==> config.mk <==
export PLATFORM = sky130hd
export DESIGN_NAME = sac_way_scan
export DESIGN_NICKNAME = d
export VERILOG_FILES = /design/src/hw/rtl/sac_pkg.sv /design/src/hw/rtl/sac_way_scan.sv
export SDC_FILE = /design/constraint.sdc
export NUM_CORES = 1
export LEC_CHECK = 0
export ABC_AREA = 1
export BUFFER_PORTS_ARGS = -buffer_cell sky130_fd_sc_hd__buf_2
export CAP_MARGIN = 30
export CORE_AREA = 2 2 109 111
export CTS_BUF_LIST = sky130_fd_sc_hd__clkbuf_4 sky130_fd_sc_hd__clkbuf_8
export CTS_CLUSTER_DIAMETER = 100
export DETAILED_ROUTE_END_ITERATION = 6
export DIE_AREA = 0 0 111 113
export PLACE_DENSITY = 0.72
export SLEW_MARGIN = 30
export SYNTH_ARGS = -nofsm -noshare
export SYNTH_HDL_FRONTEND = slang
export SYNTH_SLANG_ARGS = --single-unit
==> constraint.sdc <==
create_clock -name clk_i -period 5.2 [get_ports clk_i]
set_input_delay 0.26 -clock clk_i [delete_from_list [all_inputs] [get_ports clk_i]]
set_output_delay 0.26 -clock clk_i [all_outputs]
set_load 0.02 [all_outputs]
==> src/hw/rtl/sac_pkg.sv <==
`timescale 1ns / 1ps
// ----------------------------------------------------------------------------
// sac_pkg: shared types and constants of the set-associative tag store
// Register map codes, reset values, sequencer states and the status group
// that the way scan unit hands back to the top level.
// ----------------------------------------------------------------------------
package sac_pkg;

  // access address width, fixed by the 32-bit address field
  localparam int unsigned ADDR_BITS      = 32;
  localparam int unsigned MIN_INDEX_BITS = 3;

  // configuration port
  localparam int unsigned APB_AW = 4;
  localparam int unsigned APB_DW = 32;

  localparam logic [1:0] REG_INDEX_BITS = 2'd0;
  localparam logic [1:0] REG_WAYS       = 2'd1;
  localparam logic [1:0] REG_POLICY     = 2'd2;

  localparam logic [3:0] INDEX_BITS_RST = 4'd6;
  localparam logic [3:0] WAYS_RST       = 4'd1;

  localparam logic POLICY_LRU  = 1'b0;
  localparam logic POLICY_FIFO = 1'b1;

  typedef enum logic [1:0] {
    ST_IDLE,
    ST_SCAN,
    ST_UPD,
    ST_OUT
  } sac_state_e;

  // status of the way scan
  typedef struct packed {
    logic last;      // current way is the last one
    logic hit;       // tag matched a valid way
    logic old_vld;   // at least one valid way seen, oldest tracked
    logic free_vld;  // an invalid way was seen
  } scan_t;

endpackage

==> src/hw/rtl/sac_way_scan.sv <==
`timescale 1ns / 1ps
// ----------------------------------------------------------------------------
// sac_way_scan: tag compare and age search, one way per cycle while step_i is high
// Steps through the ways of a fetched set row with a single comparator and
// collects hit way, oldest valid way, first free way and the valid count.
// ----------------------------------------------------------------------------
module sac_way_scan #(
  parameter int unsigned MAX_WAYS = 8,
  parameter int unsigned TAG_W    = 25,
  parameter int unsigned AGE_W    = 3,
  parameter int unsigned WAY_W    = 3,
  parameter int unsigned CNT_W    = 4
) (
  input  logic                              clk_i,
  input  logic                              rst_ni,
  input  logic                              start_i,
  input  logic                              step_i,
  input  logic [TAG_W-1:0]                  lookup_tag_i,
  input  logic [MAX_WAYS-1:0][TAG_W-1:0]    row_tag_i,
  input  logic [MAX_WAYS-1:0][AGE_W-1:0]    row_age_i,
  input  logic [MAX_WAYS-1:0]               row_vld_i,
  output sac_pkg::scan_t                    scan_o,
  output logic [WAY_W-1:0]                  hit_way_o,
  output logic [AGE_W-1:0]                  hit_age_o,
  output logic [WAY_W-1:0]                  old_way_o,
  output logic [WAY_W-1:0]                  free_way_o,
  output logic [CNT_W-1:0]                  count_o
);

  logic [WAY_W-1:0] way_q;
  logic             last;
  logic             cur_vld;
  logic [TAG_W-1:0] cur_tag;
  logic [AGE_W-1:0] cur_age;
  logic             tag_eq;

  logic             hit_q, hit_d;
  logic [WAY_W-1:0] hit_way_q, hit_way_d;
  logic [AGE_W-1:0] hit_age_q, hit_age_d;
  logic             old_vld_q, old_vld_d;
  logic [WAY_W-1:0] old_way_q, old_way_d;
  logic [AGE_W-1:0] old_age_q, old_age_d;
  logic             free_vld_q, free_vld_d;
  logic [WAY_W-1:0] free_way_q, free_way_d;
  logic [CNT_W-1:0] count_q, count_d;

  assign last    = (way_q == WAY_W'(MAX_WAYS - 1));
  assign cur_vld = row_vld_i[way_q];
  assign cur_tag = row_tag_i[way_q];
  assign cur_age = row_age_i[way_q];
  assign tag_eq  = (cur_tag == lookup_tag_i);

  always_comb begin
    hit_d      = hit_q;
    hit_way_d  = hit_way_q;
    hit_age_d  = hit_age_q;
    old_vld_d  = old_vld_q;
    old_way_d  = old_way_q;
    old_age_d  = old_age_q;
    free_vld_d = free_vld_q;
    free_way_d = free_way_q;
    count_d    = count_q;
    if (cur_vld) begin
      count_d = count_q + CNT_W'(1);
      if (!hit_q && tag_eq) begin
        hit_d     = 1'b1;
        hit_way_d = way_q;
        hit_age_d = cur_age;
      end
      // strictly older wins, so ties keep the lowest way
      if (!old_vld_q || (cur_age > old_age_q)) begin
        old_vld_d = 1'b1;
        old_way_d = way_q;
        old_age_d = cur_age;
      end
    end else if (!free_vld_q) begin
      free_vld_d = 1'b1;
      free_way_d = way_q;
    end
  end

  always_ff @(posedge clk_i or negedge rst_ni) begin
    if (!rst_ni) begin
      way_q      <= '0;
      hit_q      <= 1'b0;
      old_vld_q  <= 1'b0;
      free_vld_q <= 1'b0;
      count_q    <= '0;
    end else if (start_i) begin
      way_q      <= '0;
      hit_q      <= 1'b0;
      old_vld_q  <= 1'b0;
      free_vld_q <= 1'b0;
      count_q    <= '0;
    end else if (step_i) begin
      if (!last) begin
        way_q <= way_q + WAY_W'(1);
      end
      hit_q      <= hit_d;
      old_vld_q  <= old_vld_d;
      free_vld_q <= free_vld_d;
      count_q    <= count_d;
    end
  end

  always_ff @(posedge clk_i) begin
    if (step_i && !start_i) begin
      hit_way_q  <= hit_way_d;
      hit_age_q  <= hit_age_d;
      old_way_q  <= old_way_d;
      old_age_q  <= old_age_d;
      free_way_q <= free_way_d;
    end
  end

  assign scan_o.last     = last;
  assign scan_o.hit      = hit_q;
  assign scan_o.old_vld  = old_vld_q;
  assign scan_o.free_vld = free_vld_q;
  assign hit_way_o       = hit_way_q;
  assign hit_age_o       = hit_age_q;
  assign old_way_o       = old_way_q;
  assign free_way_o      = free_way_q;
  assign count_o         = count_q;

endmodule

* Word-level counts from Yosys, hierarchy flattened
Index checks and enable logic that the tools add are counted.
** Storage, ports and cells
- Register bits after elaboration :: 25
- Input bits :: 261
- Output and inout bits :: 20
- Logic and storage cells :: 61
** Cells by class
- Add/subtract/negate cells :: 2
- Magnitude comparators :: 2
- Eq/ne operators :: 4
- Muxes and demuxes :: 23
- Bitwise operators :: 2
- Reduce and logical (&&, ||, !) cells :: 18
** Operators by type and width (number)
- binary-select mux 25 bit (select 3 bit) :: 1
- equality test 25 bit :: 1
- 2-to-1 mux 25 bit :: 1
- AND reduction 3 bit :: 5
- 2-to-1 mux 1 bit :: 12
- 2-to-1 mux 3 bit :: 4
- 2-to-1 mux 4 bit :: 3
- binary-select mux 3 bit (select 3 bit) :: 1
- nonzero test 2 bit :: 4
- AND reduction 2 bit :: 3
- adder 4 x 1 -> 4 bit, second input constant :: 1
- less-than comparator 3 x 4 -> 1 bit, second input constant :: 1
- != test 2 bit, second input constant :: 2
- adder 3 x 1 -> 3 bit, second input constant :: 1
- binary-select mux 1 bit (select 3 bit) :: 1
- equality test 3 bit, second input constant :: 1
- greater-than comparator 3 bit :: 1
- logical NOT 1 bit :: 3
- logical AND 1 bit :: 2
- inverter 1 bit :: 2
- logical OR 1 bit :: 1

* Longest topological paths before layout
Gate-level depths: netlist of run 1.
- Depth in word-level cells :: 8
- Depth in mapped cells :: 15
- Mapped depth without buffers :: 13

* Least setup slack after synthesis of run 1
Ideal clock, no wire load.
- Path kind :: register to register
- Start point :: register way_q[0]
- End point :: register old_age_q[0] (enable)
- Library setup time :: 0.350 ns
- Arrival :: 2.273 ns
- Data required time :: 4.850 ns
- Path slack :: 2.577 ns
- Stages on the path, launching flop included :: 15
- Buffers on the path :: 4
- Period minus slack after synthesis :: 2.623 ns
- Cells stage by stage :: dfrtp_1 buf_6 inv_4 buf_6 buf_6 clkbuf_1 nor2_1 o22ai_1 nor2_1 a31oi_1 ha_1 nand2_1 o21ai_0 a21oi_1 nor2_1
** On the way
- Longest elaborated chain between the ends :: 5
- Elaborated cells between the ends (all ways) :: 7
- Classes of those cells :: order compare: 1; mux: 4; reduce/logical: 2
** RTL lines
- start: declaration :: line sac_way_scan.sv:30 : logic [WAY_W-1:0] way_q;
- start signal: assignment :: line sac_way_scan.sv:97 : way_q <= way_q + WAY_W'(1);
- binary-select mux 3 bit (select 3 bit) :: line sac_way_scan.sv:50 : assign cur_age = row_age_i[way_q];
- 2-to-1 mux 3 bit (implied by the code) :: line sac_way_scan.sv:50
- via cur_age[2] :: line sac_way_scan.sv:34 : logic [AGE_W-1:0] cur_age;
- greater-than comparator 3 bit :: line sac_way_scan.sv:71 : if (!old_vld_q || (cur_age > old_age_q)) begin
- logical OR 1 bit :: line sac_way_scan.sv:71
- AND reduction 3 bit (no line)
- end signal: assignment :: line sac_way_scan.sv:111 : old_age_q <= old_age_d;
- end: declaration :: line sac_way_scan.sv:42 : logic [AGE_W-1:0] old_age_q, old_age_d;
The timed path passes the listed nets, and every way through them passes these cells. The select of a mux whose other input is x is not followed.
A chain may end at the register's enable or synchronous reset.

* Final worst setup path of run 1
- Start point :: register way_q[0]
- End point :: register old_way_q[2], in the netlist old_way_o[2] (enable)
** On the way
- Longest elaborated chain between the ends :: 5
- Elaborated cells between the ends (all ways) :: 7
- Classes of those cells :: order compare: 1; mux: 4; reduce/logical: 2
** RTL lines
- binary-select mux 3 bit (select 3 bit) :: line sac_way_scan.sv:50
- 2-to-1 mux 3 bit (implied by the code) :: line sac_way_scan.sv:50
- via cur_age[2] :: line sac_way_scan.sv:34
- greater-than comparator 3 bit :: line sac_way_scan.sv:71
- logical OR 1 bit :: line sac_way_scan.sv:71
- AND reduction 3 bit (no line)
- end signal: assignment :: line sac_way_scan.sv:110 : old_way_q <= old_way_d;
- end: declaration :: line sac_way_scan.sv:41 : logic [WAY_W-1:0] old_way_q, old_way_d;
The timed path passes the listed nets, and every way through them passes these cells. The select of a mux whose other input is x is not followed.

==> results of run 1 <==
==> Yosys cell counts (2+ instances only) <==
master / n / area share
sky130_fd_sc_hd__buf_6: 11 / 0.030
sky130_fd_sc_hd__ha_1: 6 / 0.018
sky130_fd_sc_hd__nand3b_1: 13 / 0.024
sky130_fd_sc_hd__a31oi_1: 2 / 0.0030
sky130_fd_sc_hd__a21oi_1: 3 / 0.0036
sky130_fd_sc_hd__dfrtp_1: 10 / 0.061
sky130_fd_sc_hd__edfxtp_1: 15 / 0.11
sky130_fd_sc_hd__nand3_1: 129 / 0.16
sky130_fd_sc_hd__nand2_1: 335 / 0.31
sky130_fd_sc_hd__clkbuf_1: 4 / 0.0036
sky130_fd_sc_hd__o21ai_1: 5 / 0.0061
sky130_fd_sc_hd__buf_4: 11 / 0.020
sky130_fd_sc_hd__buf_1: 2 / 0.0018
sky130_fd_sc_hd__inv_1: 124 / 0.11
sky130_fd_sc_hd__nor2_1: 68 / 0.062
sky130_fd_sc_hd__o21ai_0: 28 / 0.034
sky130_fd_sc_hd__o22ai_1: 4 / 0.0061
sky130_fd_sc_hd__buf_2: 21 / 0.026
==> state kept, by name (all words and copies together), names as in the netlist <==
register and count:
count_o 4, free_way_o 3, hit_age_o 3, hit_way_o 3, old_age_q 3, old_way_o 3, way_q 3, free_vld_q 1
hit_q 1, old_vld_q 1
==> layout make-up <==
cell class,instances,area (um^2),area share
well taps,143,179,0.0326
clock inverters,1,7.51,0.00137
clock buffers,3,41.3,0.00752
flip-flops and latches,25,706,0.129
multi-input cells,600,2610,0.475
inverters,126,478,0.0871
repair buffers,286,1470,0.268
==> worst max-delay path: stages (launching register included) <==
cell,delay (ps)
sky130_fd_sc_hd__dfrtp_4,830
sky130_fd_sc_hd__buf_4,630
sky130_fd_sc_hd__o21ai_0,220
sky130_fd_sc_hd__o22ai_1,220
sky130_fd_sc_hd__nor2_1,60
sky130_fd_sc_hd__a31oi_1,340
sky130_fd_sc_hd__ha_1,250
sky130_fd_sc_hd__nand2_1,60
sky130_fd_sc_hd__o21ai_0,130
sky130_fd_sc_hd__a21oi_1,80
sky130_fd_sc_hd__nor2_1,410
==> kinds of logic after synthesis <==
family	synth area share
adders and majority gates	0.0182
and+or+nand+nor	0.554
buffers and inverters	0.197
xor gates and xnor gates	0.00213
AOI/OAI and AO/OA	0.0586
DFF	0.170
==> routing by layer <==
layer	wire length (um)	track usage
met1	6220	0.280
met2	6770	0.391
met3	906	0.0289
met4	277	0.0575
met5	0	0
==> stage by stage <==
stage | cell area (um^2) | power (mW) | util | setup slack [ps]
after floorplan | 4120 | 0.704 | - | 2580
after global placement | 5400 | 0.865 | 0.479 | 1680
after detailed placement | 5430 | 0.874 | 0.482 | 1670
after CTS | 5490 | 0.991 | 0.487 | 1650
after global routing | 5490 | 1.09 | 0.487 | 1310
final | 5490 | 0.983 | 0.487 | 1610
==> worst max path at each step <==
| stage | startpoint | endpoint | depth (start not counted) |
|---|---|---|---|
| finish | way_q[0] | old_way_o[2] | 10 |
| global route | way_q[0] | old_way_o[2] | 10 |
| CTS | way_q[0] | old_way_o[2] | 10 |
| detailed placement | way_q[0] | old_way_o[2] | 10 |
| global placement | way_q[0] | old_way_o[1] | 10 |
| floorplan | way_q[0] | old_age_q[0] | 14 |
==> power by group <==
group	switching [mW]	internal (mW)	leakage [nW]
clock network	0.0605	0.0542	0.0217
registers	0.0231	0.231	0.270
logic	0.367	0.247	3.20
total	0.451	0.532	3.50
==> flow_summary_export.csv, run 1 <==
group,metric,value,unit
hold_path,worstHoldEndpoint,"count_o[3]",
detailed_routing,wire_per_inst,12.0,um
sta,final.setup.tns,0,ps
logic_synthesis,number_of_warnings_issued_by_yosys,0,
die,core.rowCount,39,
layout,antenna-diode-count,0,
layout,final_nets,1309,
hold_path,hold-path-cell-count,2,
pwr,total_leakage_power,3.50,nW
global_route,pin_count_of_the_biggest_net_entering_global_routing,70,
layout,layout_commonest_cell,"sky130_fd_sc_hd__nand2_1",
die,number_of_ports_placed_on_the_die_boundary,281,
hold_path,worst_hold_path_type,"in2reg",
global_route,globalRouteOverflowTotal,0,
detailed_routing,route.final.wire_length,14200,um
logic_synthesis,postSynthRegisterBits,25,
sta,finalClockSkew,4.96,ps
hold_path,min-delay-start,"start_i",
logic_synthesis,syn_area,4120,um^2
sta,final.hold.worst_slack,251,ps
place,gp_congestion,0.862,
clocking,post_cts_resize_count,0,
clocking,clock_sink_count,25,
logic_synthesis,syn-num-nets,1067,
clocking,insertion_delay_to_the_later_sink_of_the_worst_skew_pair,270,ps
sta,hold_vio_cnt_final,0,
detailed_routing,vias,5503,
sta,max_slew.worst_pin.slew,714,ps
logic_synthesis,synth_edf_count,15,
logic_synthesis,synth_async_sr_flop_share,0.400,
setup_path,register_to_register_path_setup_slack,1610,ps
logic_synthesis,synthCells,800,
layout,fillCellCount,1245,
setup_path,worst_r2r_endpoint,"old_way_o[2]",
setup_path,critPathKind,"reg2reg",
setup_path,cp_max_fo,68,
global_route,number_of_antenna_violations_at_the_first_check_in_global_routing,0,
setup_path,rr_worst_depth,10,
clocking,clk_pin_slew,90,ps
die,dieHeight,113,um
sta,final.min_clock_period,3590,ps
die,core,11300,um^2
detailed_routing,route.detailed.vias_per_inst,4.65,
detailed_routing,drt_drc_violations_left,0,
place,place.detailed.hpwl,11000,um
sta,fmax,278,MHz
setup_path,worst_r2r_startpoint,"way_q[0]",
sta,final_min_period_over_clock_period,0.691,
global_route,grt_util_all_layers,0.219,
sta,rsz_0062_raised_after_global_routing,"false",
clocking,holdBufCountCts,1,
place,dpl.cell_count,1179,
detailed_routing,ant_nets,0,
setup_path,endpoint_required_time_on_the_critical_path,5110,ps
clocking,cts_tree,"yes",
sta,final-max-slew-violation-count,0,
setup_path,worst_setup_end_kind,"flip-flop",
logic_synthesis,seq_area_frac_synth,0.170,
clocking,postCtsSetupRepairBufs,0,
detailed_routing,number_of_detailed_route_iterations_in_the_first_pass,4,
layout,post_route_cells_drive_above_1_share,0.284,
sta,timing.max_slew.rel_slack,0.524,
pwr,vdd_drop_max,0.000140,V
clocking,clock_buffer_depth,2,
layout,top_library_cells_by_usage_in_the_layout_fill_and_taps_aside,"335 x sky130_fd_sc_hd__nand2_1, 280 x sky130_fd_sc_hd__buf_2, 129 x sky130_fd_sc_hd__nand3_1, 124 x sky130_fd_sc_hd__inv_1, 68 x sky130_fd_sc_hd__nor2_1",
detailed_routing,drt-initial-drc-count,298,
clocking,cts_buffers,3,
sta,setup_viol,0,
global_route,grt_first_pass_wirelength,23200,um
setup_path,cp_data_arrival_time,3510,ps
place,placement.io_buffers,280,
setup_path,cp-start-kind,"flip-flop",
logic_synthesis,synth-main-ff-cell,"sky130_fd_sc_hd__edfxtp_1",
die,fp.dieArea,12500,um^2
logic_synthesis,ys_types,27,
die,initial_core_utilization,0.365,
layout,instances_no_fill,1184,
global_route,vias_in_the_first_global_route,5125,
layout,areaGrowthSynthToFinish,33.3,%
job,count_of_max_cap_constraint_violations,0,
clocking,h-tree-depth,1,
clocking,clk_root_buffer_cell,"sky130_fd_sc_hd__clkbuf_8",
run_status,outcome,"finished clean",
pwr,power_density,179,nW/um^2
die,die-width,111,um
logic_synthesis,syn_avg_cell_area,5.15,um^2
Note: power is estimated with default switching activity, not from simulation.
==> run 2, diff against run 1 <==
ABC_AREA = 0   (was 1)
CORE_AREA = 2 2 110 112   (was 2 2 109 111)
DIE_AREA = 0 0 112 114   (was 0 0 111 113)
PLACE_DENSITY = default   (was 0.72)
clock period = 3.5 ns   (was 5.2 ns; I/O delays follow)
==> run 2 against run 1 <==
Register-to-register slack got worse by 1300 ps. Power increased by 10%. Cell count decreased by 45%. Die area increased by 1.8%. Clock skew decreased by 4.0 ps. Critical path depth decreased by 1. Sequential share of layout area increased by 2.1 points. Setup slack got worse by 1300 ps. Sequential power increased by 42%. Critical path type unchanged. Critical endpoint is now hit_way_o[1]. Largest power group unchanged. Highest routed layer unchanged.
==> flow_summary_export.csv, run 2 <==
group,metric,value,unit
run_status,outcome,"finished clean",
die,core.rowCount,40,
detailed_routing,drt-initial-drc-count,74,
sta,setup_viol,0,
logic_synthesis,largest_cells_by_area_after_synthesis,"sky130_fd_sc_hd__mux4_2 34%, sky130_fd_sc_hd__edfxtp_1 14%, sky130_fd_sc_hd__mux2i_1 8.4%",
die,die-width,112,um
clocking,clock_sink_count,25,
pwr,power_density,228,nW/um^2
place,dpl.cell_count,649,
pwr,total_leakage_power,2.15,nW
setup_path,critPathKind,"reg2reg",
layout,instances_no_fill,656,
clocking,post_cts_resize_count,0,
sta,final-max-slew-violation-count,0,
logic_synthesis,number_of_warnings_issued_by_yosys,0,
detailed_routing,wire_per_inst,18.5,um
setup_path,worst_setup_end_kind,"flip-flop",
logic_synthesis,synth-main-ff-cell,"sky130_fd_sc_hd__edfxtp_1",
place,gp_congestion,0.920,
layout,post_route_cells_drive_above_1_share,0.698,
global_route,grt_util_all_layers,0.185,
pwr,netSwitchingFraction,0.309,
detailed_routing,route.detailed.vias_per_inst,4.92,
pwr,seq_power_share,0.332,
clocking,clk_pin_slew,80,ps
detailed_routing,route.final.wire_length,12100,um
sta,final_min_period_over_clock_period,0.907,
logic_synthesis,synth_edf_count,15,
logic_synthesis,synth_largest_type_area_fraction,0.340,
layout,regArea,709,um^2
layout,areaGrowthSynthToFinish,52.1,%
sta,final.min_clock_period,3170,ps
setup_path,rr_worst_depth,9,
sta,max_slew.worst_pin.slew,583,ps
layout,layout_commonest_cell,"sky130_fd_sc_hd__buf_2",
sta,finalWorstSetupSlack,327,ps
logic_synthesis,seq_area_frac_synth,0.225,
logic_synthesis,post-synth-top-count-cell,"sky130_fd_sc_hd__mux4_2",
global_route,grt_first_pass_wirelength,18500,um
logic_synthesis,synth_commonest_cells,"47 x sky130_fd_sc_hd__mux4_2, 26 x sky130_fd_sc_hd__mux2i_1, 15 x sky130_fd_sc_hd__edfxtp_1",
global_route,vias_in_the_first_global_route,3588,
layout,util_after_layout,0.404,
detailed_routing,number_of_detailed_route_iterations_in_the_first_pass,4,
sta,finalClockSkew,1.00,ps
detailed_routing,drt_drc_violations_left,0,
layout,fillCellCount,1161,
clocking,clock_buffer_depth,2,
global_route,pin_count_of_the_biggest_net_entering_global_routing,32,
sta,final.hold.worst_slack,238,ps
logic_synthesis,syn_area,3110,um^2
pwr,p_sw,0.334,mW
clocking,insertion_delay_to_the_later_sink_of_the_worst_skew_pair,260,ps
clocking,postCtsSetupRepairBufs,0,
clocking,h-tree-depth,1,
sta,timing.max_slew.rel_slack,0.601,
logic_synthesis,syn-num-nets,501,
pwr,pwr-share-clk,0.154,
setup_path,cp_data_arrival_time,3150,ps
detailed_routing,vias,3229,
layout,largest_register_ff_count,4,
die,fp.dieArea,12800,um^2
setup_path,critical_path.max_stage_delay,540,ps
setup_path,cp_slowest_cell,"sky130_fd_sc_hd__dfrtp_4",
layout,finish.instance_area,4740,um^2
sta,hold_vio_cnt_final,0,
place,place_ws,296,ps
global_route,number_of_antenna_violations_at_the_first_check_in_global_routing,2,
clocking,cts_tree,"yes",
die,number_of_ports_placed_on_the_die_boundary,281,
logic_synthesis,synth_async_sr_flop_share,0.400,
sta,rsz_0062_raised_after_global_routing,"false",
global_route,globalRouteOverflowTotal,0,
job,count_of_max_cap_constraint_violations,0,
logic_synthesis,syn_avg_cell_area,13.3,um^2
layout,multiInputGateArea,2240,um^2
setup_path,worst_r2r_startpoint,"way_q[0]",
setup_path,worst_r2r_endpoint,"hit_way_o[1]",
logic_synthesis,synthCells,234,
clocking,holdBufCountCts,1,
setup_path,endpoint_required_time_on_the_critical_path,3480,ps
setup_path,critPathLaunch,"way_q[0]",
pwr,vdd_drop_max,0.000168,V
layout,final_nets,775,
sta,final.setup.tns,0,ps
place,place.detailed.hpwl,10800,um
setup_path,crit_end,"hit_way_o[1]",
layout,top_library_cells_by_usage_in_the_layout_fill_and_taps_aside,"280 x sky130_fd_sc_hd__buf_2, 47 x sky130_fd_sc_hd__mux4_2, 26 x sky130_fd_sc_hd__mux2i_1, 15 x sky130_fd_sc_hd__edfxtp_1, 13 x sky130_fd_sc_hd__xor2_1",
place,placement.io_buffers,280,
logic_synthesis,postSynthRegisterBits,25,
setup_path,crit_chain,"buf_12 > buf_4 > mux4_2 > mux2i_1 > xnor2_1 > nor4_1 > nand4_1 > nor4_1 > buf_4",
die,dieHeight,114,um
pwr,fin_total_pwr,1.08,mW
die,core,11700,um^2
logic_synthesis,ys_types,38,
setup_path,cp_max_fo,30,
sta,fmax,315,MHz
detailed_routing,ant_nets,0,
place,dpl-instance-area,4670,um^2
hold_path,worst_hold_path_type,"in2reg",
clocking,clk_root_buffer_cell,"sky130_fd_sc_hd__clkbuf_8",
pwr,int_pwr,0.748,mW
die,initial_core_utilization,0.266,
setup_path,cp-start-kind,"flip-flop",
setup_path,register_to_register_path_setup_slack,330,ps
clocking,cts_buffers,3,
pwr,p_comb_frac,0.513,
logic_synthesis,post-synth-top-area-cell,"sky130_fd_sc_hd__mux4_2",
[run 2: area by class of cell]
cell class | instances | area share
antenna | 2 | 0.00106
clock buffer | 3 | 0.00872
clock inverter | 1 | 0.00158
inverter | 4 | 0.00317
multi-input combinational | 182 | 0.474
sequential | 25 | 0.150
tap | 147 | 0.0388
timing repair buffer | 292 | 0.323
[run 2: how the worst min path moves through the flow]
stage	startpoint	endpoint	cells after the start
2_1_floorplan	rst_ni	count_o[0]	0
3_3_place_gp	rst_ni	hit_q	1
3_5_place_dp	rst_ni	count_o[3]	1
4_1_cts	start_i	count_o[3]	2
5_1_grt	start_i	count_o[0]	2
6_report	start_i	count_o[3]	2
[run 2: power by group through the flow]
stage | logic [mW] | clock network (mW) | registers [mW]
2_1_floorplan | 0.351 | 0 | 0.351
3_3_place_gp | 0.554 | 0 | 0.366
3_5_place_dp | 0.566 | 0 | 0.367
4_1_cts | 0.567 | 0.169 | 0.360
5_1_grt | 0.610 | 0.184 | 0.364
6_report | 0.556 | 0.167 | 0.360
[run 2: cells by family (layout without fill, tap and decap cells)]
| logic type | Yosys count | after routing | share of synthesized area |
|---|---|---|---|
| AOI/OAI and AO/OA | 15 | 15 | 0.0301 |
| xor gates and xnor gates | 25 | 25 | 0.0703 |
| adders and majority gates | 6 | 6 | 0.0241 |
| buffers and inverters | 27 | 300 | 0.0546 |
| DFF | 25 | 25 | 0.225 |
| muxes | 88 | 88 | 0.511 |
| other | 0 | 2 | 0 |
| and+or+nand+nor | 48 | 48 | 0.0844 |
[run 2: worst max-delay path: cells and delay by family, from the launching register on]
kind	cells	cell delay (ps)
buf+inv	3	680
xor+xnor	1	120
mux	2	680
flops	1	540
simple gates	3	840
[run 2: per-layer routing]
layer  share of wire  up-vias  global-route usage  wire length, um
met5               0        -                   0                0
met4           0.022        0              0.0553              271
met3           0.072       24              0.0436              873
met2            0.55      148               0.353             6680
met1            0.35     1555               0.205             4300
li1                -     1502                   -                -
